==> src/design/clock_ticks_to_sample_frames_core_assert.svh <==
// ----------------------------------------------------------------------------
// Assertion macros for the clock ticks to sample frames core.
// Each macro checks on the rising edge of clk_i and is off during reset.
// ----------------------------------------------------------------------------
`ifndef CLOCK_TICKS_TO_SAMPLE_FRAMES_CORE_ASSERT_SVH
`define CLOCK_TICKS_TO_SAMPLE_FRAMES_CORE_ASSERT_SVH

// The consequent must hold in the same cycle as the antecedent.
`define CTTSF_ASSERT_IMP(lbl, ante, cons) \
  lbl: assert property (@(posedge clk_i) disable iff (!rst_ni) (ante) |-> (cons)) \
    else $error("CTTSF assertion failed");

// The consequent must hold in the cycle after the antecedent.
`define CTTSF_ASSERT_NXT(lbl, ante, cons) \
  lbl: assert property (@(posedge clk_i) disable iff (!rst_ni) (ante) |=> (cons)) \
    else $error("CTTSF assertion failed");

`endif

==> src/design/cttsf_pkg.sv <==
// ----------------------------------------------------------------------------
// cttsf_pkg
// Types, constants and step functions shared by the conversion pipelines.
// ----------------------------------------------------------------------------
`default_nettype none

package cttsf_pkg;

  // Number of restoring division steps for a 64-bit dividend.
  localparam int unsigned DivSteps = 64;
  // Entries in the queue between the front and back parts.
  localparam int unsigned FifoDepth = 2;

  // One stage of the restoring divider.
  typedef struct packed {
    logic [63:0] rem;
    logic [63:0] num;
    logic [63:0] freq;
  } div_t;

  // Transaction handed from the front part to the back part.
  typedef struct packed {
    logic [63:0] rem;
    logic [63:0] freq;
    logic [31:0] rate;
    logic [63:0] whole;
    logic        bad;
  } mid_t;

  // One stage of the multiply-modulo pipeline.
  typedef struct packed {
    logic [63:0] acc;
    logic [63:0] q;
    logic [63:0] rem;
    logic [63:0] freq;
    logic [63:0] whole;
    logic        bad;
  } mm_t;

  // Queue status seen by the top level.
  typedef struct packed {
    logic full;
    logic not_empty;
  } fifo_stat_t;

  // Shift in one dividend bit and subtract the divisor if it fits.
  function automatic div_t div_step(div_t s);
    logic [64:0] t;
    logic [64:0] diff;
    div_t        r;
    t    = {s.rem, s.num[63]};
    diff = t - {1'b0, s.freq};
    r    = s;
    if (!diff[64]) begin
      r.rem = diff[63:0];
      r.num = {s.num[62:0], 1'b1};
    end else begin
      r.rem = t[63:0];
      r.num = {s.num[62:0], 1'b0};
    end
    return r;
  endfunction

  // Double the running remainder modulo the frequency.
  function automatic mm_t mm_double(mm_t s);
    logic [63:0] d;
    logic        wrap;
    mm_t         r;
    d     = s.freq - s.acc;
    wrap  = (s.acc >= d);
    r     = s;
    r.acc = wrap ? (s.acc - d) : (s.acc + s.acc);
    r.q   = {s.q[62:0], wrap};
    return r;
  endfunction

  // Add the position remainder modulo the frequency when the rate bit is set.
  function automatic mm_t mm_add(mm_t s, logic rbit);
    logic [63:0] d;
    mm_t         r;
    d = s.freq - s.rem;
    r = s;
    if (rbit) begin
      if (s.acc >= d) begin
        r.acc = s.acc - d;
        r.q   = s.q + 64'd1;
      end else begin
        r.acc = s.acc + s.rem;
      end
    end
    return r;
  endfunction

endpackage

`default_nettype wire

==> src/design/cttsf_fifo.sv <==
// ----------------------------------------------------------------------------
// cttsf_fifo
// Small queue that decouples the front and back pipelines.
// ----------------------------------------------------------------------------
`default_nettype none

module cttsf_fifo import cttsf_pkg::*; (
  input  wire logic clk_i,
  input  wire logic rst_ni,
  input  wire logic push_i,
  input  wire mid_t data_i,
  input  wire logic pop_i,
  output mid_t      data_o,
  output fifo_stat_t stat_o
);

  localparam int unsigned PtrW = $clog2(FifoDepth);
  localparam int unsigned CntW = $clog2(FifoDepth + 1);

  mid_t            mem_q [FifoDepth];
  logic [PtrW-1:0] wr_q, rd_q;
  logic [CntW-1:0] cnt_q;
  logic            do_push, do_pop;

  assign stat_o.full      = (cnt_q == CntW'(FifoDepth));
  assign stat_o.not_empty = (cnt_q != '0);
  assign do_push          = push_i && !stat_o.full;
  assign do_pop           = pop_i && stat_o.not_empty;

  // Pointer and occupancy bookkeeping.
  always_ff @(posedge clk_i or negedge rst_ni) begin
    if (!rst_ni) begin
      wr_q  <= '0;
      rd_q  <= '0;
      cnt_q <= '0;
    end else begin
      if (do_push) begin
        wr_q <= (wr_q == PtrW'(FifoDepth - 1)) ? '0 : wr_q + PtrW'(1);
      end
      if (do_pop) begin
        rd_q <= (rd_q == PtrW'(FifoDepth - 1)) ? '0 : rd_q + PtrW'(1);
      end
      cnt_q <= cnt_q + CntW'(do_push) - CntW'(do_pop);
    end
  end

  // Entry storage.
  always_ff @(posedge clk_i) begin
    if (do_push) begin
      mem_q[wr_q] <= data_i;
    end
  end

  assign data_o = mem_q[rd_q];

endmodule

`default_nettype wire

==> config.mk <==
export PLATFORM = sky130hd
export DESIGN_NAME = cttsf_fifo
export DESIGN_NICKNAME = d
export VERILOG_FILES = /design/src/design/clock_ticks_to_sample_frames_core_assert.svh /design/src/design/cttsf_pkg.sv /design/src/design/cttsf_fifo.sv
export SDC_FILE = /design/constraint.sdc
export NUM_CORES = 1
export LEC_CHECK = 0
export ABC_AREA = 0
export BUFFER_PORTS_ARGS = -buffer_cell sky130_fd_sc_hd__buf_2
export CORE_ASPECT_RATIO = 0.9
export CORE_MARGIN = 10
export CORE_UTILIZATION = 54
export CTS_BUF_LIST = sky130_fd_sc_hd__clkbuf_2 sky130_fd_sc_hd__clkbuf_4 sky130_fd_sc_hd__clkbuf_8
export DETAILED_ROUTE_END_ITERATION = 8
export HOLD_SLACK_MARGIN = 0.03
export PLACE_DENSITY = 0.79
export SKIP_LAST_GASP = 1
export SLEW_MARGIN = 15
export SYNTH_ARGS = -nofsm -noshare
export SYNTH_HDL_FRONTEND = slang
export SYNTH_SLANG_ARGS = --single-unit
==> constraint.sdc <==
create_clock -name clk_i -period 13.6 [get_ports clk_i]
set_input_delay 0 -clock clk_i [delete_from_list [all_inputs] [get_ports clk_i]]
set_output_delay 0 -clock clk_i [all_outputs]
set_load 0.05 [all_outputs]
== Word level (Yosys, flattened, before mapping) ==
Memories as Yosys holds them, arrays and structs flattened.
Index checks and enable logic that the tools add are counted.

* Output and inout port bits: 227
* Memories kept: 1
* Word-level logic and storage cells: 17
* Bits of input ports: 229
* ROM bits: 0
* RAM bits: 450
* Latch bits: 0
* Bits in registers: 4

* Divide/modulo/power cells: 0
* Muxes and demuxes: 4
* Bitwise logic cells: 0
* Eq/ne operators: 1
* $lt $le $gt $ge: 0
* Reduce and logical (&&, ||, !) cells: 4
* Multiply operators: 0
* Shifts and indexed selects: 0
* $add $sub $neg: 4

{| class="wikitable"
|+ Memories
! memory !! depth !! width !! read ports !! clocked after memory_dff !! wr ports !! RTL line !! RTL
|-
| mem_q || 2 || 225 || 1 || 0 || 1 || cttsf_fifo.sv:20 || <nowiki>mid_t mem_q [FifoDepth];</nowiki>
|}

{| class="wikitable"
|+ Operators by type and width
! cell !! count
|-
| 1-bit two-way mux || 4
|-
| 1-bit adder (second input constant) || 2
|-
| 2-bit by 1-bit adder with 2-bit output || 1
|-
| 2-bit equality test (second input constant) || 1
|-
| 1-bit logical AND || 2
|-
| 2-bit nonzero test || 1
|-
| 2-bit by 1-bit subtractor with 2-bit output || 1
|-
| 1-bit zero test || 1
|}

== Depth between registers and ports, before layout ==
Gate-level depths: netlist (run 1).

* Depth after elaboration: 5
* Depth in mapped cells: 7
* Mapped depth without buffers: 7

== Worst setup path after synthesis (run 1) ==
Ideal clock, no wire load.

* Path kind: reg2reg
* From: register cnt_q[1]
* To: memory mem_q[0][0] (netlist bit) (enable)
* Library setup time: 814 ps
* Stages on the path, launching flop included: 4
* Data required time: 12786 ps
* Setup slack: 2873 ps
* Arrival: 9913 ps
* Cells stage by stage: dfrtp_1 > nand2b_1 > nand2_1 > nor2_1

* Cells in the longest elaborated chain, start to end: 5

{| class="wikitable"
|+ Ends and longest elaborated chain
! element !! RTL line !! RTL
|-
| start: declaration || cttsf_fifo.sv:22 || <nowiki>logic [CntW-1:0] cnt_q;</nowiki>
|-
| start signal: assignment || cttsf_fifo.sv:43 || <nowiki>cnt_q <= cnt_q + CntW'(do_push) - CntW'(do_pop);</nowiki>
|-
| 2-bit equality test || cttsf_fifo.sv:25 || <nowiki>assign stat_o.full = (cnt_q == CntW'(FifoDepth));</nowiki>
|-
| 1-bit zero test || cttsf_fifo.sv:27 || <nowiki>assign do_push = push_i && !stat_o.full;</nowiki>
|-
| 1-bit logical AND || cttsf_fifo.sv:27 ||
|-
| 1-bit two-way mux || cttsf_fifo.sv:49 || <nowiki>if (do_push) begin</nowiki>
|-
| 1-bit two-way mux (not written as such) || cttsf_fifo.sv:50 || <nowiki>mem_q[wr_q] <= data_i;</nowiki>
|-
| end: declaration || cttsf_fifo.sv:20 ||
|}

No other way between the ends.

==> impl_metrics.json, run 1 <==
{
  "timing.rr.end": "mem_q[0][182]",
  "cts_sinks": 454,
  "p_per_area_nw_per_um2": 241,
  "end_kind": "output pin",
  "start_kind": "flip-flop",
  "viasPerCell": 5.19,
  "initial_core_util": 0.549,
  "numPortBuffers": 455,
  "post-cts-setup-buffers": 0,
  "min_path_cells": 2,
  "num_rows": 61,
  "place.detailed.hpwl_um": 28000,
  "fp.dieH_um": 188,
  "nFillCells": 1665,
  "cts_tree": "yes",
  "vias": 9996,
  "status": "finished, final reports clean",
  "antenna_found_initial": 7,
  "setup_ws_ps": 9540,
  "regToRegStartpoint": "cnt_q[1]",
  "tightest_slew_ps": 1110,
  "clk_pin_slew_ps": 80,
  "ff2ff_setup_slack_ps": 9890,
  "maxSlewHeadroom": 0.262,
  "peakVddDrop_mv": 0.188,
  "grt_start_max_net_pins": 83,
  "coreArea_um2": 31000,
  "drt_iter0_markers": 710,
  "worstHoldStart": "data_i[25]",
  "synth_cell_types": 16,
  "path_class": "flip-flop to output pin",
  "ant_nets": 0,
  "fin_crit_sh": 0.298,
  "wl_per_cell_um": 24.1,
  "path_buf_inv": 3,
  "crit_chain": "buf_4 > buf_4 > mux2_2 > buf_2",
  "syn_inst": 718,
  "path_common_cell": "buf_4",
  "grt_usage": 0.230,
  "place_congestion": 0.800,
  "cp_top_family": "buffers and inverters",
  "hold_violations": 0,
  "syn_to_final_growth_pct": 37.2,
  "clock_latency_ps": 580,
  "numCtsBuffers": 72,
  "cp_slowest_cell": "dfrtp_4",
  "period_needed_ps": 4060,
  "drcViolationCount": 0,
  "grt_overflow": 0,
  "grt_pass1_vias": 11000,
  "rsz0062_at_grt": "no",
  "arrival_ps": 4060,
  "dr.pass1.iters": 5,
  "num-nets-final": 1690,
  "drive_gt1_frac": 0.530,
  "min_to": "mem_q[1][25]",
  "root_buffer": "clkbuf_8",
  "drv_cap": 0,
  "ys_ff_latch": 454,
  "power_leakage_uw": 0.00928,
  "die_x_um": 207,
  "grt_pass1_wl_um": 68300,
  "syn_nets": 949,
  "cts_buffer_depth": 3,
  "synth_area_um2": 17000,
  "synth.avg_cell_area_um2": 23.7,
  "setup-violations-final": 0,
  "worstPathMaxFanout": 68,
  "io_pins": 456,
  "slowest_delay_ps": 920,
  "yosysSeqAreaShare": 0.801,
  "hp-class": "input pin to flip-flop",
  "slew_viol_final": 0,
  "multi_input_area_um2": 3160,
  "dp_slack_ps": 9870,
  "fmax_mhz": 246,
  "yosysWarnings": 0,
  "htreeDepth": 3,
  "hold_ws_ps": 153,
  "wl_um": 46400,
  "r2r_cells": 5,
  "seq_area_um2": 13600,
  "cp.required_ps": 13600,
  "fin_tns_setup_ps": 0,
  "finalClockSkew_ps": 24.6,
  "die_area_um2": 39000
}
cell type report:
class / count / share of cell area
Tap cell: 409 / 0.0219
Inverter: 2 / 0.000322
Multi-Input combinational cell: 237 / 0.136
Antenna cell: 6 / 0.000644
Clock buffer: 101 / 0.0534
Sequential cell: 454 / 0.584
Timing Repair Buffer: 692 / 0.198
Clock inverter: 26 / 0.00585
cell usage after synthesis:
| library cell | number | area, um2 |
|---|---|---|
| edfxtp_1 | 450 | 13500 |
| mux2_4 | 140 | 2100 |
| mux2_2 | 85 | 957 |
| buf_6 | 17 | 191 |
| buf_2 | 8 | 40.0 |
| dfrtp_1 | 4 | 100 |
| xnor2_1 | 3 | 26.3 |
| ha_1 | 2 | 25.0 |
| inv_1 | 2 | 7.51 |
| and2_1 | 1 | 6.26 |
| and3_1 | 1 | 6.26 |
| nand2_1 | 1 | 3.75 |
| nand2b_1 | 1 | 6.26 |
| nor2_1 | 1 | 3.75 |
| or2_2 | 1 | 6.26 |
| xor2_1 | 1 | 8.76 |
state kept, by name, summed over array words and instances, names as in the netlist:
name,cells
mem_q,450
wr_q,1
rd_q,1
cnt_q,2
logic make-up after synthesis:
group | Yosys count | share of synthesized area
flip-flops | 454 | 0.801
multiplexers | 225 | 0.180
buffers and inverters | 27 | 0.0141
AND/OR/NAND/NOR | 6 | 0.00191
XOR/XNOR | 4 | 0.00206
adder cells (fa/ha/maj) | 2 | 0.00147
how the worst max path moves through the flow:
stage / start / endpoint / slack, ps / depth (start not counted)
after floorplan: cnt_q[1] / mem_q[0][0] / 2870 / 3
after global placement: cnt_q[1] / mem_q[0][74] / 9970 / 5
after detailed placement: cnt_q[1] / mem_q[0][93] / 9870 / 5
after CTS: rd_q / data_o[221] / 9570 / 4
after global routing: rd_q / data_o[214] / 9370 / 4
final: rd_q / data_o[221] / 9540 / 4
what timing repair did:
action / in CTS / in global routing
hold endpoints to repair: 456 / 0
resized for setup: 0 / 0
hold buffers: 229 / 0
worst register-to-register path, delay by kind of cell (launching register included):
kind	cells	cell delay (ps)
AND/OR/NAND/NOR	3	1120
flip-flops	1	410
buffers and inverters	2	1740
layout by cell type, fill, tap and decap left out, drive strengths merged:
master       instances
buf                463
edfxtp             450
dlygate4sd3        229
mux2               225
clkbuf             101
clkinv              24
diode                6
dfrtp                4
xnor2                3
inv                  3
ha                   2
or2                  1
and2                 1
nand2b               1
nand2                1
nor2                 1
and3                 1
xor2                 1
bufinv               1
where the power goes:
part / total (uW) / internal, uW / switching [uW]
combinational: 2450 / 731 / 1720
clock: 1120 / 609 / 515
sequential: 2050 / 1920 / 127
total: 5620 / 3260 / 2360
per-layer routing:
metal / wire, um / global-route usage / up-vias / part of all wire
li1: - / - / 4385 / -
met1: 16900 / 0.260 / 4989 / 0.37
met2: 24500 / 0.403 / 540 / 0.53
met3: 3800 / 0.0709 / 80 / 0.082
met4: 1130 / 0.0808 / 2 / 0.024
met5: 12 / 0 / - / 0.00026
through the flow:
step / power [uW] / util / cells / cell area [um2]
3_3_place_gp: 4410 / 0.634 / 1565 / 19600
4_1_cts: 5600 / 0.752 / 1921 / 23300
2_1_floorplan: 4050 / - / 718 / 17000
3_5_place_dp: 4440 / 0.634 / 1565 / 19600
6_report: 5620 / 0.753 / 1927 / 23300
5_1_grt: 5810 / 0.753 / 1927 / 23300
Power figures use the tool's default switching activity.
==> inputs of run 2 (changes only) <==
Clock period 13.6 ns to 4.2 ns, I/O delays scaled along.
==> impl_metrics.json, run 2 (same netlist as run 1, synthesis figures left out) <==
{
  "status": "finished, final reports clean",
  "diodes": 0,
  "multi_input_area_um2": 3170,
  "place_congestion": 0.787,
  "power_uw": 18200,
  "largest_register_ffs": 450,
  "end_kind": "output pin",
  "viasPerCell": 5.18,
  "tightest_slew_ps": 1070,
  "r2r_cells": 3,
  "seq_area_um2": 13600,
  "place.detailed.hpwl_um": 27900,
  "antenna_found_initial": 1,
  "cp.required_ps": 4200,
  "dr.pass1.iters": 4,
  "cts_tree": "yes",
  "cts_sinks": 454,
  "top_register": "mem_q",
  "fmax_mhz": 359,
  "layout_common_cells": "buf_2 (455), edfxtp_1 (450), dlygate4sd3_1 (229)",
  "numPortBuffers": 455,
  "drcViolationCount": 0,
  "grt_pass1_vias": 11100,
  "grt_pass1_wl_um": 69300,
  "final_common_cell": "buf_2",
  "num_rows": 61,
  "maxSlewHeadroom": 0.285,
  "hold_ws_ps": 150,
  "wl_per_cell_um": 24.4,
  "grt_usage": 0.232,
  "power_leakage_uw": 0.00929,
  "rsz0062_at_grt": "no",
  "clk_pin_slew_ps": 70,
  "io_pins": 456,
  "period_needed_ps": 2790,
  "ctsResizeCount": 0,
  "ant_nets": 0,
  "nFillCells": 1690,
  "setup-violations-final": 0,
  "die_x_um": 207,
  "arrival_ps": 2790,
  "dp_slack_ps": 1960,
  "vias": 9914,
  "syn_to_final_growth_pct": 37.4,
  "fin_tns_setup_ps": 0,
  "path_class": "flip-flop to output pin",
  "largest_registers": "mem_q: 450 flops, cnt_q: 2 flops",
  "worstPathMaxFanout": 65,
  "setup_ws_ps": 1410,
  "grt_start_max_net_pins": 71,
  "grt_overflow": 0,
  "peakVddDrop_mv": 0.667,
  "post-cts-setup-buffers": 0,
  "min_path_cells": 2,
  "coreArea_um2": 31000,
  "clock_latency_ps": 570,
  "root_buffer": "clkbuf_8",
  "drv_cap": 0,
  "initial_core_util": 0.549,
  "fin_crit_sh": 0.664,
  "numCtsBuffers": 69,
  "start_kind": "flip-flop",
  "finalClockSkew_ps": 20.9,
  "num-nets-final": 1694,
  "wl_um": 46800,
  "htreeDepth": 3,
  "p_per_area_nw_per_um2": 777,
  "hp-class": "input pin to flip-flop",
  "drive_gt1_frac": 0.533,
  "die_area_um2": 39000,
  "cts_buffer_depth": 3,
  "slew_viol_final": 0,
  "fp.dieH_um": 188,
  "drt_iter0_markers": 766,
  "hold_violations": 0
}
## run 2: cell count changes in the layout (fill, tap and decap cells not counted)
cell / previous run / this run
buf_12: 0 / 8
clkinv_1: 18 / 12
diode_2: 6 / 0
clkbuf_8: 78 / 73
clkbuf_4: 23 / 20
clkinv_2: 6 / 8
buf_4: 8 / 7
inv_6: 1 / 0
nand2_1: 1 / 0
nand2_2: 0 / 1
## run 2: layout make-up
type                            count  share of cell area
Clock buffer                       93              0.0494
Tap cell                          409              0.0219
Timing Repair Buffer              699               0.205
Clock inverter                     21             0.00493
Inverter                            2            0.000321
Multi-Input combinational cell    237               0.136
Sequential cell                   454               0.583
## run 2: stage by stage
step | cell area, um2 | instances | utilization
after floorplan | 17000 | 718 | -
after global placement | 19800 | 1572 | 0.639
after detailed placement | 19800 | 1572 | 0.639
after CTS | 23400 | 1915 | 0.754
after global routing | 23400 | 1915 | 0.754
final | 23400 | 1915 | 0.754
## run 2: path summary, 6_finish.rpt
| kind | to | start | slack, ps |
|---|---|---|---|
| hold / removal | mem_q[0][45] | data_i[45] | 150 |
| setup / recovery | data_o[45] | rd_q | 1410 |
| min in group asynchronous | rd_q | rst_ni | 430 |
| hold reg to reg | cnt_q[1] | cnt_q[1] | 540 |
| max in group asynchronous | rd_q | rst_ni | 3580 |
| setup reg to reg | mem_q[1][108] | cnt_q[0] | 1970 |
## run 2: timing repair
action | in CTS | in global routing
endpoints found under the hold margin | 473 | 0
endpoints found under the setup margin | 0 | 0
hold buffers | 229 | 0
## run 2: critical path, stage by stage (launching register included)
cell     delay [ps]
dfrtp_4        1140
buf_4           460
mux2_2          390
buf_2           220
## run 2: report_power, final
group	switching [uW]	leakage (uW)	internal [uW]
Combinational	5610	0.00439	2460
Sequential	428	0.00422	6190
Clock	1630	0.000681	1830
## run 2: layer usage
| metal | track usage | share of wire | vias to the layer above |
|---|---|---|---|
| li1 | - | - | 4359 |
| met1 | 0.259 | 0.36 | 4900 |
| met2 | 0.412 | 0.53 | 560 |
| met3 | 0.0731 | 0.086 | 93 |
| met4 | 0.0827 | 0.030 | 2 |
| met5 | 0 | 0.00028 | - |
